File: src/rtl/core/clcw_pkg.sv
// ----------------------------------------------------------------------------
// clcw_pkg
// Shared types, constants and helpers for the character-LCD cursor writer.
// ----------------------------------------------------------------------------
package clcw_pkg;

    // field widths
    localparam int unsigned BYTE_W    = 8;
    localparam int unsigned COL_W     = 6;
    localparam int unsigned ROW_W     = 2;
    localparam int unsigned TAB_W     = 4;
    localparam int unsigned BASE_W    = 7;
    localparam int unsigned CFG_IDX_W = 3;
    localparam int unsigned STEP_W    = 3;

    // default number of display rows
    localparam int unsigned ROWS = 4;

    // entries in the queue between front and back
    localparam int unsigned QUEUE_DEPTH = 2;

    // register indexes of the configuration port
    localparam logic [CFG_IDX_W-1:0] CFG_COLUMNS       = 3'd0;
    localparam logic [CFG_IDX_W-1:0] CFG_TAB_STEP      = 3'd1;
    localparam logic [CFG_IDX_W-1:0] CFG_ROW1_BASE     = 3'd2;
    localparam logic [CFG_IDX_W-1:0] CFG_ROW2_BASE     = 3'd3;
    localparam logic [CFG_IDX_W-1:0] CFG_ROW3_BASE     = 3'd4;
    localparam logic [CFG_IDX_W-1:0] CFG_FUNCTION_WORD = 3'd5;
    localparam logic [CFG_IDX_W-1:0] CFG_DISPLAY_WORD  = 3'd6;

    // register reset values
    localparam logic [COL_W-1:0]  RST_COLUMNS       = 6'd20;
    localparam logic [TAB_W-1:0]  RST_TAB_STEP      = 4'd2;
    localparam logic [BASE_W-1:0] RST_ROW1_BASE     = 7'h40;
    localparam logic [BASE_W-1:0] RST_ROW2_BASE     = 7'h14;
    localparam logic [BASE_W-1:0] RST_ROW3_BASE     = 7'h54;
    localparam logic [BYTE_W-1:0] RST_FUNCTION_WORD = 8'd56;
    localparam logic [BYTE_W-1:0] RST_DISPLAY_WORD  = 8'h0F;

    // LCD command bytes and special characters
    localparam logic [BYTE_W-1:0] CMD_SET_ADDR = 8'h80;
    localparam logic [BYTE_W-1:0] CMD_CLEAR    = 8'h01;
    localparam logic [BYTE_W-1:0] CMD_ENTRY    = 8'h06;
    localparam logic [BYTE_W-1:0] CH_NEWLINE   = 8'd10;
    localparam logic [BYTE_W-1:0] CH_TAB       = 8'd9;

    // register select codes
    localparam logic RS_COMMAND = 1'b0;
    localparam logic RS_DATA    = 1'b1;

    // init sequence steps
    localparam logic [STEP_W-1:0] STEP_FIRST_BUSY = 3'd3;
    localparam logic [STEP_W-1:0] STEP_CLEAR      = 3'd4;
    localparam logic [STEP_W-1:0] STEP_DISPLAY    = 3'd5;
    localparam logic [STEP_W-1:0] STEP_ENTRY      = 3'd6;

    // kind of work handed from front to back
    typedef enum logic [1:0] {
        JOB_INIT      = 2'd0,
        JOB_DATA      = 2'd1,
        JOB_DATA_ADDR = 2'd2,
        JOB_ADDR      = 2'd3
    } t_job_kind;

    typedef struct packed {
        t_job_kind         kind;
        logic [BYTE_W-1:0] char_code;
        logic [BYTE_W-1:0] addr_cmd;
    } t_job;

    typedef struct packed {
        logic [COL_W-1:0]  columns;
        logic [TAB_W-1:0]  tab_step;
        logic [BASE_W-1:0] row1_base;
        logic [BASE_W-1:0] row2_base;
        logic [BASE_W-1:0] row3_base;
        logic [BYTE_W-1:0] function_word;
        logic [BYTE_W-1:0] display_word;
    } t_cfg;

    // display address of column 0 of a row; row 0 sits at address 0
    function automatic logic [BASE_W-1:0] row_base(input t_cfg cfg,
                                                   input logic [ROW_W-1:0] row);
        logic [BASE_W-1:0] base;
        case (row)
            2'd1: base = cfg.row1_base;
            2'd2: base = cfg.row2_base;
            2'd3: base = cfg.row3_base;
            default: base = '0;
        endcase
        return base;
    endfunction

endpackage

File: src/rtl/core/clcw_char_if.sv
// ----------------------------------------------------------------------------
// clcw_char_if
// Character channel: one item is an action and a character byte.
// ----------------------------------------------------------------------------
interface clcw_char_if;
    logic                         valid;
    logic                         ready;
    logic                         action;
    logic [clcw_pkg::BYTE_W-1:0]  char_code;

    modport source (output valid, output action, output char_code, input ready);
    modport sink   (input valid, input action, input char_code, output ready);
endinterface

File: src/rtl/core/clcw_bus_if.sv
// ----------------------------------------------------------------------------
// clcw_bus_if
// LCD bus write channel: one item is one register write on the LCD bus.
// ----------------------------------------------------------------------------
interface clcw_bus_if;
    logic                         valid;
    logic                         ready;
    logic                         reg_select;
    logic [clcw_pkg::BYTE_W-1:0]  bus_byte;
    logic                         check_busy;
    logic                         last;

    modport source (output valid, output reg_select, output bus_byte,
                    output check_busy, output last, input ready);
    modport sink   (input valid, input reg_select, input bus_byte,
                    input check_busy, input last, output ready);
endinterface

File: src/rtl/core/clcw_front.sv
// ----------------------------------------------------------------------------
// clcw_front
// Accepts character items, tracks the cursor and classifies each item into
// a job for the bus sequencer, with the set-address command worked out.
// ----------------------------------------------------------------------------
module clcw_front #(
    parameter int unsigned ROWS = clcw_pkg::ROWS
) (
    input  logic                  i_clk,
    input  logic                  i_rst_n,
    input  clcw_pkg::t_cfg        i_cfg,
    input  logic                  i_valid,
    input  logic                  i_action,
    input  logic [clcw_pkg::BYTE_W-1:0] i_char_code,
    output logic                  o_ready,
    output logic                  o_push,
    output clcw_pkg::t_job        o_job,
    input  logic                  i_queue_full
);

    localparam logic [clcw_pkg::ROW_W:0] LP_ROWS = (clcw_pkg::ROW_W+1)'(ROWS);

    logic [clcw_pkg::COL_W-1:0] r_col, n_col;
    logic [clcw_pkg::ROW_W-1:0] r_row, n_row;

    logic [clcw_pkg::ROW_W:0]   row_inc;
    logic [clcw_pkg::ROW_W-1:0] row_next;
    logic [clcw_pkg::COL_W:0]   col_plus_one;
    logic [clcw_pkg::COL_W:0]   col_plus_tab;
    logic [clcw_pkg::COL_W:0]   columns_ext;
    logic [clcw_pkg::COL_W:0]   tab_ext;
    logic [clcw_pkg::BASE_W-1:0] addr_sum;
    clcw_pkg::t_job_kind        job_kind;
    logic                       accept;

    assign o_ready = !i_queue_full;
    assign accept  = i_valid && o_ready;
    assign o_push  = accept;

    // row advance wraps after the last row
    assign row_inc  = {1'b0, r_row} + (clcw_pkg::ROW_W+1)'(1);
    assign row_next = (row_inc >= LP_ROWS) ? '0 : row_inc[clcw_pkg::ROW_W-1:0];

    assign columns_ext  = {1'b0, i_cfg.columns};
    assign tab_ext      = (clcw_pkg::COL_W+1)'(i_cfg.tab_step);
    assign col_plus_one = {1'b0, r_col} + (clcw_pkg::COL_W+1)'(1);
    assign col_plus_tab = {1'b0, r_col} + tab_ext;

    // classify the item and move the cursor
    always_comb begin
        n_col    = r_col;
        n_row    = r_row;
        job_kind = clcw_pkg::JOB_DATA;
        if (i_action) begin
            n_col    = '0;
            n_row    = '0;
            job_kind = clcw_pkg::JOB_INIT;
        end else if (i_char_code == clcw_pkg::CH_NEWLINE) begin
            n_col    = '0;
            n_row    = row_next;
            job_kind = clcw_pkg::JOB_ADDR;
        end else if (i_char_code == clcw_pkg::CH_TAB) begin
            job_kind = clcw_pkg::JOB_ADDR;
            if (col_plus_tab < columns_ext) begin
                n_col = col_plus_tab[clcw_pkg::COL_W-1:0];
            end else begin
                n_row = row_next;
                n_col = (tab_ext < columns_ext) ? tab_ext[clcw_pkg::COL_W-1:0] : '0;
            end
        end else if (col_plus_one >= columns_ext) begin
            // printable that fills the row
            n_col    = '0;
            n_row    = row_next;
            job_kind = clcw_pkg::JOB_DATA_ADDR;
        end else begin
            n_col = col_plus_one[clcw_pkg::COL_W-1:0];
        end
    end

    // set-address command for the new cursor, modulo 128
    assign addr_sum = clcw_pkg::row_base(i_cfg, n_row) + clcw_pkg::BASE_W'(n_col);
    assign o_job    = '{kind:      job_kind,
                        char_code: i_char_code,
                        addr_cmd:  clcw_pkg::CMD_SET_ADDR | {1'b0, addr_sum}};

    // cursor registers
    always_ff @(posedge i_clk) begin
        if (!i_rst_n) begin
            r_col <= '0;
            r_row <= '0;
        end else if (accept) begin
            r_col <= n_col;
            r_row <= n_row;
        end
    end

endmodule

File: src/rtl/core/clcw_queue.sv
// ----------------------------------------------------------------------------
// clcw_queue
// Short job queue between the front and the bus sequencer.
// ----------------------------------------------------------------------------
module clcw_queue (
    input  logic           i_clk,
    input  logic           i_rst_n,
    input  logic           i_push,
    input  clcw_pkg::t_job i_job,
    input  logic           i_pop,
    output logic           o_full,
    output logic           o_empty,
    output clcw_pkg::t_job o_head
);

    localparam int unsigned PTR_W = (clcw_pkg::QUEUE_DEPTH > 1) ?
                                    $clog2(clcw_pkg::QUEUE_DEPTH) : 1;
    localparam int unsigned CNT_W = $clog2(clcw_pkg::QUEUE_DEPTH + 1);
    localparam logic [CNT_W-1:0] LP_DEPTH = CNT_W'(clcw_pkg::QUEUE_DEPTH);
    localparam logic [PTR_W-1:0] LP_LAST  = PTR_W'(clcw_pkg::QUEUE_DEPTH - 1);

    clcw_pkg::t_job     r_mem [clcw_pkg::QUEUE_DEPTH];
    logic [PTR_W-1:0]   r_wr_ptr;
    logic [PTR_W-1:0]   r_rd_ptr;
    logic [CNT_W-1:0]   r_count;
    logic               do_push;
    logic               do_pop;

    assign o_full  = (r_count == LP_DEPTH);
    assign o_empty = (r_count == '0);
    assign do_push = i_push && !o_full;
    assign do_pop  = i_pop && !o_empty;
    assign o_head  = r_mem[r_rd_ptr];

    // storage
    always_ff @(posedge i_clk) begin
        if (do_push) begin
            r_mem[r_wr_ptr] <= i_job;
        end
    end

    // pointers and fill count
    always_ff @(posedge i_clk) begin
        if (!i_rst_n) begin
            r_wr_ptr <= '0;
            r_rd_ptr <= '0;
            r_count  <= '0;
        end else begin
            if (do_push) begin
                r_wr_ptr <= (r_wr_ptr == LP_LAST) ? '0 : r_wr_ptr + PTR_W'(1);
            end
            if (do_pop) begin
                r_rd_ptr <= (r_rd_ptr == LP_LAST) ? '0 : r_rd_ptr + PTR_W'(1);
            end
            if (do_push && !do_pop) begin
                r_count <= r_count + CNT_W'(1);
            end else if (do_pop && !do_push) begin
                r_count <= r_count - CNT_W'(1);
            end
        end
    end

endmodule

File: src/rtl/core/clcw_back.sv
// ----------------------------------------------------------------------------
// clcw_back
// Bus sequencer: walks each job through its LCD writes, one per cycle while
// the bus is ready, into an output register.
// ----------------------------------------------------------------------------
module clcw_back (
    input  logic                  i_clk,
    input  logic                  i_rst_n,
    input  clcw_pkg::t_cfg        i_cfg,
    input  logic                  i_empty,
    input  clcw_pkg::t_job        i_head,
    output logic                  o_pop,
    clcw_bus_if.source            o_bus
);

    logic [clcw_pkg::STEP_W-1:0] r_step;
    logic                        r_valid;
    logic                        r_rs;
    logic [clcw_pkg::BYTE_W-1:0] r_byte;
    logic                        r_busy;
    logic                        r_last;

    logic                        w_rs;
    logic [clcw_pkg::BYTE_W-1:0] w_byte;
    logic                        w_busy;
    logic                        w_last;
    logic                        load;

    assign load  = !i_empty && (!r_valid || o_bus.ready);
    assign o_pop = load && w_last;

    // write produced by the current step of the head job
    always_comb begin
        w_rs   = clcw_pkg::RS_COMMAND;
        w_byte = i_head.addr_cmd;
        w_busy = 1'b1;
        w_last = 1'b1;
        case (i_head.kind)
            clcw_pkg::JOB_INIT: begin
                w_busy = (r_step >= clcw_pkg::STEP_FIRST_BUSY);
                w_last = (r_step == clcw_pkg::STEP_ENTRY);
                case (r_step)
                    clcw_pkg::STEP_CLEAR:   w_byte = clcw_pkg::CMD_CLEAR;
                    clcw_pkg::STEP_DISPLAY: w_byte = i_cfg.display_word;
                    clcw_pkg::STEP_ENTRY:   w_byte = clcw_pkg::CMD_ENTRY;
                    default:                w_byte = i_cfg.function_word;
                endcase
            end
            clcw_pkg::JOB_DATA: begin
                w_rs   = clcw_pkg::RS_DATA;
                w_byte = i_head.char_code;
            end
            clcw_pkg::JOB_DATA_ADDR: begin
                if (r_step == '0) begin
                    w_rs   = clcw_pkg::RS_DATA;
                    w_byte = i_head.char_code;
                    w_last = 1'b0;
                end
            end
            default: begin
                w_byte = i_head.addr_cmd;
            end
        endcase
    end

    // step counter and output valid
    always_ff @(posedge i_clk) begin
        if (!i_rst_n) begin
            r_step  <= '0;
            r_valid <= 1'b0;
        end else begin
            if (load) begin
                r_step  <= w_last ? '0 : r_step + clcw_pkg::STEP_W'(1);
                r_valid <= 1'b1;
            end else if (o_bus.ready) begin
                r_valid <= 1'b0;
            end
        end
    end

    // output payload
    always_ff @(posedge i_clk) begin
        if (load) begin
            r_rs   <= w_rs;
            r_byte <= w_byte;
            r_busy <= w_busy;
            r_last <= w_last;
        end
    end

    assign o_bus.valid      = r_valid;
    assign o_bus.reg_select = r_rs;
    assign o_bus.bus_byte   = r_byte;
    assign o_bus.check_busy = r_busy;
    assign o_bus.last       = r_last;

endmodule

File: src/rtl/core/char_lcd_cursor_writer.sv
// ----------------------------------------------------------------------------
// char_lcd_cursor_writer
// Turns a text stream into character-LCD bus writes while tracking the
// cursor over up to four rows.
//
//  channel   dir  handshake     payload
//  i_char    in   valid/ready   action, char_code
//  o_bus     out  valid/ready   reg_select, bus_byte, check_busy, last
//  cfg       in   i_cfg_we      i_cfg_index, i_cfg_data
//
// An item is taken whenever the two-entry job queue has room. The bus
// sequencer gives one write per cycle while the bus is ready: a plain
// character or cursor move is one write, a wrapping character two,
// initialisation seven. Each item passes the queue and output register before
// its first write. Synchronous reset clears cursor and queue and presets
// the settings; a stalled bus holds the output and backs up into the queue.
// ----------------------------------------------------------------------------
module char_lcd_cursor_writer #(
    parameter int unsigned ROWS = clcw_pkg::ROWS
) (
    input  logic                            i_clk,
    input  logic                            i_rst_n,
    input  logic                            i_cfg_we,
    input  logic [clcw_pkg::CFG_IDX_W-1:0]  i_cfg_index,
    input  logic [clcw_pkg::BYTE_W-1:0]     i_cfg_data,
    clcw_char_if.sink                       i_char,
    clcw_bus_if.source                      o_bus
);

    clcw_pkg::t_cfg r_cfg;
    clcw_pkg::t_job front_job;
    clcw_pkg::t_job head_job;
    logic           push;
    logic           pop;
    logic           queue_full;
    logic           queue_empty;
    logic           front_ready;

    // configuration registers
    always_ff @(posedge i_clk) begin
        if (!i_rst_n) begin
            r_cfg.columns       <= clcw_pkg::RST_COLUMNS;
            r_cfg.tab_step      <= clcw_pkg::RST_TAB_STEP;
            r_cfg.row1_base     <= clcw_pkg::RST_ROW1_BASE;
            r_cfg.row2_base     <= clcw_pkg::RST_ROW2_BASE;
            r_cfg.row3_base     <= clcw_pkg::RST_ROW3_BASE;
            r_cfg.function_word <= clcw_pkg::RST_FUNCTION_WORD;
            r_cfg.display_word  <= clcw_pkg::RST_DISPLAY_WORD;
        end else if (i_cfg_we) begin
            case (i_cfg_index)
                clcw_pkg::CFG_COLUMNS:
                    r_cfg.columns <= i_cfg_data[clcw_pkg::COL_W-1:0];
                clcw_pkg::CFG_TAB_STEP:
                    r_cfg.tab_step <= i_cfg_data[clcw_pkg::TAB_W-1:0];
                clcw_pkg::CFG_ROW1_BASE:
                    r_cfg.row1_base <= i_cfg_data[clcw_pkg::BASE_W-1:0];
                clcw_pkg::CFG_ROW2_BASE:
                    r_cfg.row2_base <= i_cfg_data[clcw_pkg::BASE_W-1:0];
                clcw_pkg::CFG_ROW3_BASE:
                    r_cfg.row3_base <= i_cfg_data[clcw_pkg::BASE_W-1:0];
                clcw_pkg::CFG_FUNCTION_WORD:
                    r_cfg.function_word <= i_cfg_data;
                clcw_pkg::CFG_DISPLAY_WORD:
                    r_cfg.display_word <= i_cfg_data;
                default: ;
            endcase
        end
    end

    assign i_char.ready = front_ready;

    // cursor tracking and classification
    clcw_front #(
        .ROWS (ROWS)
    ) u_front (
        .i_clk        (i_clk),
        .i_rst_n      (i_rst_n),
        .i_cfg        (r_cfg),
        .i_valid      (i_char.valid),
        .i_action     (i_char.action),
        .i_char_code  (i_char.char_code),
        .o_ready      (front_ready),
        .o_push       (push),
        .o_job        (front_job),
        .i_queue_full (queue_full)
    );

    // job queue
    clcw_queue u_queue (
        .i_clk   (i_clk),
        .i_rst_n (i_rst_n),
        .i_push  (push),
        .i_job   (front_job),
        .i_pop   (pop),
        .o_full  (queue_full),
        .o_empty (queue_empty),
        .o_head  (head_job)
    );

    // bus write sequencer
    clcw_back u_back (
        .i_clk   (i_clk),
        .i_rst_n (i_rst_n),
        .i_cfg   (r_cfg),
        .i_empty (queue_empty),
        .i_head  (head_job),
        .o_pop   (pop),
        .o_bus   (o_bus)
    );

endmodule
File: src/flat_wrapper.sv
// flat-port wrapper written by rule: the top's interface ports become plain ports
module char_lcd_cursor_writer_flat 
#(
    parameter int unsigned ROWS = clcw_pkg::ROWS
)
  (i_clk, i_rst_n, i_cfg_we, i_cfg_index, i_cfg_data, i_char_valid, i_char_action, i_char_char_code, i_char_ready, o_bus_valid, o_bus_reg_select, o_bus_bus_byte, o_bus_check_busy, o_bus_last, o_bus_ready);
  clcw_char_if i_char_i ();
  clcw_bus_if o_bus_i ();
  input  logic i_clk;
  input  logic i_rst_n;
  input  logic i_cfg_we;
  input  logic [clcw_pkg::CFG_IDX_W-1:0] i_cfg_index;
  input  logic [clcw_pkg::BYTE_W-1:0] i_cfg_data;
  input wire logic [$bits(i_char_i.valid)-1:0] i_char_valid;
  input wire logic [$bits(i_char_i.action)-1:0] i_char_action;
  input wire logic [$bits(i_char_i.char_code)-1:0] i_char_char_code;
  output wire logic [$bits(i_char_i.ready)-1:0] i_char_ready;
  output wire logic [$bits(o_bus_i.valid)-1:0] o_bus_valid;
  output wire logic [$bits(o_bus_i.reg_select)-1:0] o_bus_reg_select;
  output wire logic [$bits(o_bus_i.bus_byte)-1:0] o_bus_bus_byte;
  output wire logic [$bits(o_bus_i.check_busy)-1:0] o_bus_check_busy;
  output wire logic [$bits(o_bus_i.last)-1:0] o_bus_last;
  input wire logic [$bits(o_bus_i.ready)-1:0] o_bus_ready;
  assign i_char_i.valid = i_char_valid;
  assign i_char_i.action = i_char_action;
  assign i_char_i.char_code = i_char_char_code;
  assign i_char_ready = i_char_i.ready;
  assign o_bus_valid = o_bus_i.valid;
  assign o_bus_reg_select = o_bus_i.reg_select;
  assign o_bus_bus_byte = o_bus_i.bus_byte;
  assign o_bus_check_busy = o_bus_i.check_busy;
  assign o_bus_last = o_bus_i.last;
  assign o_bus_i.ready = o_bus_ready;
  char_lcd_cursor_writer #(.ROWS(ROWS)) u_core (.i_clk(i_clk), .i_rst_n(i_rst_n), .i_cfg_we(i_cfg_we), .i_cfg_index(i_cfg_index), .i_cfg_data(i_cfg_data), .i_char(i_char_i), .o_bus(o_bus_i));
endmodule
File: config.mk
export PLATFORM = sky130hd
export DESIGN_NAME = char_lcd_cursor_writer_flat
export DESIGN_NICKNAME = d
export VERILOG_FILES = /design/src/rtl/core/clcw_pkg.sv /design/src/rtl/core/clcw_char_if.sv /design/src/rtl/core/clcw_bus_if.sv /design/src/rtl/core/clcw_front.sv /design/src/rtl/core/clcw_queue.sv /design/src/rtl/core/clcw_back.sv /design/src/rtl/core/char_lcd_cursor_writer.sv /design/src/flat_wrapper.sv
export SDC_FILE = /design/constraint.sdc
export NUM_CORES = 1
export LEC_CHECK = 0
export BUFFER_PORTS_ARGS = -buffer_cell sky130_fd_sc_hd__buf_4
export CAP_MARGIN = 5
export CORE_UTILIZATION = 56
export CTS_BUF_LIST = sky130_fd_sc_hd__clkbuf_8 sky130_fd_sc_hd__clkbuf_16
export CTS_CLUSTER_SIZE = 30
export DETAILED_ROUTE_END_ITERATION = 8
export PLACE_DENSITY_LB_ADDON = 0.3
export SLEW_MARGIN = 10
export SYNTH_ARGS = -nofsm -noshare
export SYNTH_HDL_FRONTEND = slang
export SYNTH_SLANG_ARGS = --single-unit
File: constraint.sdc
create_clock -name i_clk -period 12.2 [get_ports i_clk]
set_input_delay 1.22 -clock i_clk [delete_from_list [all_inputs] [get_ports i_clk]]
set_output_delay 1.22 -clock i_clk [all_outputs]
set_load 0.02 [all_outputs]
==> flow_summary.yaml <==
power_and_ir_drop:
  total_power_w: 0.000959
  switching_share_pct: 34.0
  p_int_w: 0.000633
  power_frac_comb_pct: 28.7
  leakage_nw: 2.53
  power_frac_seq_pct: 50.1
  clockPowerShare_pct: 21.2
  ir_worst_vdd_v: 0.0000931
  switchingPower_w: 0.000326
  power.density_nw_per_um2: 156
synthesis:
  synth_compound_area_share_pct: 14.3
  synth_area_um2: 5590
  synth.distinct_cells: 52
  synth.area.mux_share_pct: 7.14
  synthAdderAreaFrac_pct: 8.78
  syn_nets: 639
  ys.warnings.count: 0
  ys_seq_area_share_pct: 47.1
  synth-xor-area-share_pct: 2.67
  ys_ff_latch: 109
  synth_top_family_by_area: "simple AND/OR/NAND/NOR gates"
  synth_cells: 576
  avgSynthCellArea_um2: 9.70
  yosys.area_share.simple_pct: 17.0
route:
  dr_wl_met2_um: 6130
  drt-total-wl_um: 12400
  dr_wl_met3_um: 618
  wirelength_met1_um: 5410
  drc: 0
  drt_iter0_drc: 222
  drt-pass1-iter-count: 5
  ant_nets: 0
  top_layer: "met4"
  vias: 4310
  viasPerCell: 5.78
  avgRoutedWirePerCell_um: 16.6
worst_setup_path:
  critPathMaxFanout: 7
  crit_type: "reg -> reg"
  rr_worst_depth: 21
  cp.required_ns: 12.31
  startpoint_type: "register"
  cp-end-kind: "register"
  cp.arrival_ns: 5.62
min_path:
  whs_path_depth: 2
  hp-class: "reg -> reg"
sta:
  slew-limit-headroom_pct: 22.9
  period_minus_slack_ns: 5.51
  setup_viol: 0
  rsz0062_at_grt: "false"
  fin_crit_sh_pct: 45.1
  hold_viol: 0
  drv_slew: 0
  max_clock_freq_ghz: 0.182
  worst_pin_slew_ns: 1.15
  setup_tns_ns: 0
  finClkSkew_ns: 0.0126
job:
  drv_cap: 0
clock_network:
  clk_path_buf_depth: 2
  cts_made_buffers: 9
  ctsResizeCount: 0
  hold_buffers: 0
  clkLatencyLatePin_ns: 0.38
  cts-root-buf: "clkbuf_8"
  clk_pin_slew_worst_paths_ns: 0.11
  post-cts-setup-buffers: 0
  cts_sinks: 109
  cts_tree: "built"
  htreeDepth: 3
place:
  numPortBuffers: 37
  dp.cells: 730
  hpwlAfterDp_um: 9420
  dpl_cell_area_um2: 5980
  gp_congestion: 0.892
finish:
  syn_to_final_growth_pct: 10.3
  nFillCells: 841
  nets: 671
  final_cells: 746
  n_antenna_cell: 0
  final_area_um2: 6160
  drive_gt1_share_pct: 10.9
floorplanning:
  die_y_um: 102
  fp.dieW_um: 102
  placeableCoreArea_um2: 9730
  pin_count: 38
  start_util_pct: 57.4
  dieArea_um2: 10400
  rows: 36
grt:
  gr-total-overflow: 0
  antenna_found_initial: 0
  grt_util_all_layers_pct: 25.6
  grt_pass1_wl_um: 20100
  grt_max_degree: 29
  grt_pass1_vias: 4174
run_status:
  status: "completed"
==> metal layers <==
metal  GRT usage (%)  up-vias
met1            32.5     2056
met5               0        -
li1                -     2108
met3            4.92       22
met4            8.13        0
met2            44.1      124
==> worst paths after layout <==
path	startpoint	to	slack (ns)
max reg2reg	u_core.u_front.r_col[0]$_SDFFE_PN0P_	u_core.u_queue.r_mem[1][6]$_DFFE_PP_	6.69
min	u_core.r_cfg[28]$_SDFFE_PN0P_	u_core.r_cfg[28]$_SDFFE_PN0P_	0.46
min reg2reg	u_core.r_cfg[28]$_SDFFE_PN0P_	u_core.r_cfg[28]$_SDFFE_PN0P_	0.46
max	u_core.u_front.r_col[0]$_SDFFE_PN0P_	u_core.u_queue.r_mem[1][6]$_DFFE_PP_	6.69
==> cell families (layout without fill, tap and decap cells) <==
group,Yosys count,in the layout
AO/OA/AOI/OAI,120,120
XOR/XNOR,17,17
adder cells (fa/ha/maj),38,38
buffers and inverters,43,80
flip-flops,109,109
multiplexers,38,38
AND/OR/NAND/NOR,211,211
==> layout make-up <==
cell class                 count  area (um^2)  share of cell area, %
multi-input combinational    424         2790                   45.3
sequential                   109         2630                   42.7
timing repair buffer          40          300                   4.87
tap                          133          166                   2.70
clock buffer                   9          124                   2.01
inverter                      24         90.1                   1.46
clock inverter                 7         56.3                  0.914
==> placed cells by master (no fill, tap or decap), drive strengths merged, types with 2 or more instances in the layout <==
cell type  Yosys  layout
nand2        104     104
dfxtp         64      64
a21oi         55      55
edfxtp        45      45
nor2          44      44
buf            3      40
ha            36      36
mux2i         36      36
inv           23      27
nand3         22      22
o21ai         15      15
nor2b         12      12
a32o           9       9
xnor2          9       9
clkbuf        16       9
xor2           8       8
o22ai          8       8
nand2b         7       7
and3           7       7
a211oi         7       7
nor3           6       6
a21o           5       5
o211ai         4       4
clkinv         1       4
a221o          3       3
nor4           2       2
o21a           2       2
mux2           2       2
o221ai         2       2
o21bai         2       2
or3            2       2
fa             2       2
==> flip-flops by register name (all words and copies together) (netlist names), 2 cells and up, named ones only <==
register                      cells
u_core.u_front.r_row              2
u_core.u_queue.r_mem             34
u_core.r_cfg                     47
u_core.u_queue.r_count            2
u_core.u_back.r_step              3
u_core.u_front.r_col              6
u_core.u_back.o_bus.bus_byte      8
==> power groups by stage <==
stage / logic (W) / registers (W) / clock network, W
global route: 0.000305 / 0.000488 / 0.000223
global placement: 0.000268 / 0.000487 / 0
detailed placement: 0.000275 / 0.000490 / 0
CTS: 0.000276 / 0.000481 / 0.000207
floorplan: 0.000176 / 0.000494 / 0
finish: 0.000276 / 0.000481 / 0.000203
==> critical path: stages (launching register included) <==
cell,delay (ns)
dfxtp_1,0.45
ha_1,0.21
inv_1,0.05
fa_1,0.39
nand2b_1,0.17
a21boi_0,0.33
o21a_1,0.16
nor2_1,0.04
ha_1,0.28
and3_1,0.21
a2111oi_4,0.62
a21oi_4,0.12
mux2i_4,0.36
mux2i_1,0.28
o21ai_2,0.07
ha_1,0.22
fa_1,0.42
a21o_1,0.18
a21oi_1,0.24
o21bai_1,0.12
a21oi_1,0.19
xnor2_1,0.11
==> cell usage after synthesis (all sizes together) <==
cell type,count,share of area (%)
o21ai,15,1.4
nand3b,1,0.13
and3,7,0.78
o22ai,8,0.90
o211ai,4,0.54
nand2,104,7.0
nor4b,1,0.43
a21boi,1,0.13
a32oi,1,0.16
clkinv,1,0.067
mux2,2,0.40
nand4b,1,0.43
dfxtp,64,23
nor3b,1,0.13
nand3,22,2.0
a31oi,1,0.11
a32o,9,1.6
nand2b,7,0.78
fa,2,0.72
clkbuf,16,1.1
xnor2,9,1.4
o31ai,1,0.13
a21o,5,0.67
buf,3,0.22
edfxtp,45,24
o21bai,2,0.27
xor2,8,1.3
ha,36,8.1
or2,1,0.11
o41ai,1,0.16
a2bb2oi,1,0.16
o21a,2,0.27
a211oi,7,1.2
mux2i,36,6.7
inv,23,1.5
nor2,44,3.0
o221ai,2,0.31
nor3,6,0.54
a2111oi,1,0.49
a21oi,55,5.1
a41o,1,0.18
nor2b,12,1.3
nor4,2,0.22
or3,2,0.22
a221o,3,0.54
==> per-stage QoR <==
| stage | hold WS, ns | worst slack (ns) | util [%] |
|---|---|---|---|
| final | 0.460 | 6.69 | 63.3 |
| after global routing | 0.481 | 6.47 | 63.3 |
| after CTS | 0.463 | 6.77 | 63.3 |
| after detailed placement | 0.447 | 6.77 | 61.5 |
| after global placement | 0.443 | 6.97 | 61.5 |
| after floorplan | 0.436 | 7.37 | - |
Power figures use the tool's default switching activity.
